<file path="src/hw/rtl/safs_pkg.sv">
`default_nettype none

package safs_pkg;

	localparam int NUM_SLOTS  = 1024;
	localparam int SLOT_W     = $clog2(NUM_SLOTS);
	localparam int CNT_W      = $clog2(NUM_SLOTS + 1);
	localparam int SUM_W      = CNT_W + 1;

	// live bits are kept as rows, each row with its own valid flop
	localparam int LIVE_ROW_W = (NUM_SLOTS < 32) ? NUM_SLOTS : 32;
	localparam int LIVE_ROWS  = NUM_SLOTS / LIVE_ROW_W;
	localparam int ROW_AW     = (LIVE_ROWS > 1) ? $clog2(LIVE_ROWS) : 1;
	localparam int BIT_AW     = $clog2(LIVE_ROW_W);

	localparam int REQ_W  = 3;
	localparam int IDX_W  = 12;
	localparam int OFS_W  = 10;
	localparam int RES_W  = 11;
	localparam int STAT_W = 3;
	localparam int TOT_W  = 11;

	localparam int IN_BITS  = REQ_W + IDX_W + OFS_W;
	localparam int IN_W     = ((IN_BITS + 7) / 8) * 8;
	localparam int OUT_BITS = RES_W + STAT_W + 2 * TOT_W;
	localparam int OUT_W    = ((OUT_BITS + 7) / 8) * 8;

	typedef enum logic [REQ_W-1:0] {
		REQ_ALLOC    = 3'd0,
		REQ_FREE     = 3'd1,
		REQ_QUERY    = 3'd2,
		REQ_PEEK     = 3'd3,
		REQ_PLACE    = 3'd4,
		REQ_MARK_DEL = 3'd5
	} req_e_t;

	typedef enum logic [STAT_W-1:0] {
		ST_OK       = 3'd0,
		ST_OOB      = 3'd1,
		ST_NOT_LIVE = 3'd2,
		ST_FULL     = 3'd3,
		ST_OVERFLOW = 3'd4
	} status_e_t;

	typedef enum logic [1:0] {
		FSM_IDLE,
		FSM_POP,
		FSM_EXEC
	} fsm_e_t;

endpackage

`default_nettype wire

</file>
<file path="src/hw/rtl/safs_live.sv">
`default_nettype none

module safs_live
	import safs_pkg::*;
(
	input  wire logic              clk,
	input  wire logic              arst_n,
	input  wire logic              rd_en,
	input  wire logic [SLOT_W-1:0] rd_idx,
	output logic                   rd_bit,
	input  wire logic              wr_en,
	input  wire logic              wr_bit
);

	logic [LIVE_ROW_W-1:0] mem [LIVE_ROWS];
	logic [LIVE_ROWS-1:0]  row_vld_q;
	logic [LIVE_ROW_W-1:0] row_data_q;
	logic                  row_ok_q;
	logic [SLOT_W-1:0]     idx_q;
	logic [ROW_AW-1:0]     rd_row;
	logic [ROW_AW-1:0]     wr_row;
	logic [BIT_AW-1:0]     bit_sel;
	logic [LIVE_ROW_W-1:0] cur_row;
	logic [LIVE_ROW_W-1:0] new_row;

	assign rd_row  = ROW_AW'(rd_idx / LIVE_ROW_W);
	assign wr_row  = ROW_AW'(idx_q / LIVE_ROW_W);
	assign bit_sel = BIT_AW'(idx_q % LIVE_ROW_W);

	// a row never written reads as all zero
	assign cur_row = row_ok_q ? row_data_q : '0;
	assign rd_bit  = cur_row[bit_sel];

	always_comb begin
		new_row          = cur_row;
		new_row[bit_sel] = wr_bit;
	end

	always_ff @(posedge clk) begin
		if (rd_en) begin
			row_data_q <= mem[rd_row];
		end
		if (wr_en) begin
			mem[wr_row] <= new_row;
		end
	end

	always_ff @(posedge clk or negedge arst_n) begin
		if (!arst_n) begin
			row_vld_q <= '0;
			row_ok_q  <= 1'b0;
			idx_q     <= '0;
		end else begin
			if (rd_en) begin
				idx_q    <= rd_idx;
				row_ok_q <= row_vld_q[rd_row];
			end
			if (wr_en) begin
				row_vld_q[wr_row] <= 1'b1;
			end
		end
	end

endmodule

`default_nettype wire

</file>
<file path="config.mk">
export PLATFORM = sky130hd
export DESIGN_NAME = safs_live
export DESIGN_NICKNAME = d
export VERILOG_FILES = /design/src/hw/rtl/safs_pkg.sv /design/src/hw/rtl/safs_live.sv
export SDC_FILE = /design/constraint.sdc
export NUM_CORES = 1
export LEC_CHECK = 0
export CORE_MARGIN = 8
export CORE_UTILIZATION = 63
export DETAILED_ROUTE_END_ITERATION = 7
export DONT_BUFFER_PORTS = 1
export PLACE_DENSITY = 0.79
export SLEW_MARGIN = 20
export SYNTH_ARGS = -nofsm -noshare
export SYNTH_HDL_FRONTEND = slang
export SYNTH_SLANG_ARGS = --single-unit
</file>
<file path="constraint.sdc">
create_clock -name clk -period 3.5 [get_ports clk]
set_clock_uncertainty 0.2 [all_clocks]
set_input_delay 0.7 -clock clk [delete_from_list [all_inputs] [get_ports clk]]
set_output_delay 0.7 -clock clk [all_outputs]
set_load 0.05 [all_outputs]
</file>
==> results.yml <==
status:
  status: "finished, final reports clean"
pwr:
  max-vdd-ir-drop_v: 0.000545
  p_leak_nw: 15.2
  power.density_nw_per_um2: 595
placed_design:
  hpwl_um: 49500
  io_buffer_count: 0
  gp_congestion: 0.853
  postPlaceCellArea_um2: 44100
synthesis:
  netlist.area_leader.share_pct: 74.5
  synth_cells: 1842
  yosys_register_bits: 1099
  synth_top_family_by_area: "multiplexers"
  yosysWarningCount: 0
  synth_cell_type_count: 38
  async_reset_ff_share_pct: 3.91
  synth_mux_area_share_pct: 18.8
  synth-compound-area-share_pct: 0.423
  synth_nets: 1857
  synth_flop_cell: "edfxtp_1"
  synthSimpleGateAreaFrac_pct: 2.65
  synth_area_um2: 42600
  synth_edf_count: 1056
  synth_fa_ha_area_share_pct: 0
  synth.area.top_cells: "edfxtp_1 (75%), mux4_2 (17%), dfrtp_1 (2.5%), mux2_2 (1.2%), nand3_1 (0.71%)"
  synth-xor-area-share_pct: 0
  yosysSeqAreaShare_pct: 77.0
  avgSynthCellArea_um2: 23.1
  synth_top_area_cell: "edfxtp_1"
detailed_routing:
  via_per_inst: 7.05
  vias: 20400
  wl_per_cell_um: 35.0
  drt_first_iter_violations: 2757
  drc_errors: 0
  drtAntennaViolNets: 0
  drt-total-wl_um: 102000
  drtPass1Iterations: 5
clock_network:
  cts-htree-levels: 3
  cts_buffers: 103
  cts_tree: "built"
  cts.sinks: 1099
  cts_root_buf: "clkbuf_16"
  cts_buffer_depth: 3
  clkSlewWorstSetupHoldPaths_ps: 70
  clkLatencyLatePin_ps: 670
cells_and_area:
  finish.instance_area_um2: 47700
  mostFrequentLayoutCells: "edfxtp_1 (1056), mux4_2 (330), clkbuf_16 (108)"
  drive_above_1_share_pct: 34.0
  area_growth_pct: 12.2
  final_nets: 1949
  mostFrequentLayoutCell: "edfxtp_1"
global_routing:
  grt_pass1_wl_um: 147000
  grt_max_degree: 268
  first_global_vias: 20900
  grtUsageTotal_pct: 27.4
  overflow: 0
  grt_antenna_before_repair: 6
critical_path:
  path_depth: 7
  crit_fanout: 5
  cp_slowest_cell: "dfrtp_2"
  cp-startpoint: "idx_q[0]"
  cp_cell_sequence: "buf_4, mux2_2, a221oi_2, a211oi_1, o21ai_1, a41oi_4, buf_12"
  r2r-start: "idx_q[3]"
  r2r-end: "mem[12][5]"
  end_kind: "output port"
  required_ps: 2600
  critPathCapture: "rd_bit"
  ff2ff_path_depth: 5
  crit_family: "compound AO/OA/AOI/OAI gates"
  slowest_delay_ps: 370
  crit_path_start_kind: "flip-flop"
  critical_path_class: "reg -> out"
  cp_num_buf_inv: 2
  cp.arrival_ps: 2560
  r2r_setup_slack_ps: 610
die:
  start_util_pct: 63.5
  die_x_um: 276
  core-area_um2: 67000
  die_height_um: 276
  io_pins: 16
  die-area_um2: 76100
  rows: 95
timing:
  finalCritPeriodShare_pct: 98.8
  min_period_ps: 3460
  fmax_mhz: 289
  hold-worst-slack_ps: 78.2
  setup_viol: 0
  maxSlewViolCount: 0
  finalHoldViolations: 0
  tightest_slew_ps: 1140
  slew_headroom_pct: 23.8
min_path:
  hold_path_class: "in -> reg"
job:
  cap_viol_max_count: 0
==> worst reg2reg max path: stages (launching register included) <==
cell and delay [ps]:
dfrtp_1 560, nand2b_1 250, nor2_1 500, nand2_1 140, nand3_1 120, nand2_1 590
==> how the worst min path moves through the flow <==
stage,startpoint,to,slack (ps),depth (start not counted)
2_1_floorplan,arst_n,idx_q[0],200,0
3_3_place_gp,arst_n,row_vld_q[5],210,0
3_5_place_dp,arst_n,row_vld_q[4],210,0
4_1_cts,rd_idx[9],idx_q[9],20,1
5_1_grt,rd_idx[9],idx_q[9],20,1
6_report,rd_idx[9],idx_q[9],80,1
==> cell families (layout without fill, tap and decap cells) <==
logic type / Yosys count / count (layout)
flops: 1099 / 1099
buf+inv: 106 / 285
mux: 381 / 381
compound gates: 26 / 26
other cells: 0 / 3
simple gates: 230 / 230
==> Yosys cell counts (all sizes together), types with 2 or more instances <==
cell and count:
a21oi 4, a22oi 2, a31o 3, and2 2, and3b 2, buf 49
clkbuf 55, dfrtp 43, edfxtp 1056, inv 2, mux2 46, mux2i 5
mux4 330, nand2 65, nand2b 2, nand3 60, nand3b 10, nor2 40
nor2b 4, nor3 2, nor3b 3, nor4 2, o211ai 7, o21ai 5
or2 32, or3b 3
==> sequential cells by signal, indices dropped and copies added, names as in the netlist <==
register,cells
idx_q,10
mem,1024
row_data_q,32
row_vld_q,32
row_ok_q,1
==> area by class of cell <==
cell class                      instances  area [um2]
Antenna cell                            3        7.51
Clock buffer                          139        2890
Clock inverter                         53         490
Fill cell                            3629       19300
Inverter                                2        7.51
Multi-Input combinational cell        637        9580
Sequential cell                      1099       32800
Tap cell                              873        1090
Timing Repair Buffer                   91         886
==> timing repair <==
| action | in CTS | in global routing |
|---|---|---|
| setup buffers | 6 | 0 |
| hold buffers | 11 | 0 |
| gates resized for setup | 4 | 4 |
| endpoints found under the setup margin | 1 | 1 |
| pin swaps | 1 | 2 |
| endpoints found under the hold margin | 81 | 0 |
==> stage by stage <==
stage | cells | setup slack (ps) | total power [mW] | utilization (%) | setup TNS [ps]
after floorplan | 1842 | 172 | 16.9 | - | 0
after global placement | 2685 | 473 | 17.3 | 65.9 | 0
after detailed placement | 2685 | 472 | 17.4 | 65.9 | 0
after CTS | 2894 | 19.5 | 28.5 | 71.2 | 0
after global routing | 2895 | -36.1 | 29.1 | 71.2 | -36.1
final | 2897 | 42.4 | 28.4 | 71.2 | 0
==> power breakdown <==
part           leakage [nW]  internal, mW  switching (mW)  total, mW
registers              10.2          15.2           0.195       15.4
logic                  3.38         0.778            1.10       1.87
clock network          1.64          6.38            4.75       11.1
total                  15.2          22.4            6.04       28.4
==> metal layers <==
| layer | part of all wire (%) | track usage, % |
|---|---|---|
| met1 | 35 | 36.8 |
| met2 | 50 | 44.9 |
| met3 | 11 | 5.96 |
| met4 | 3.8 | 9.54 |
| met5 | 0.033 | 0 |
Power figures use the tool's default switching activity.
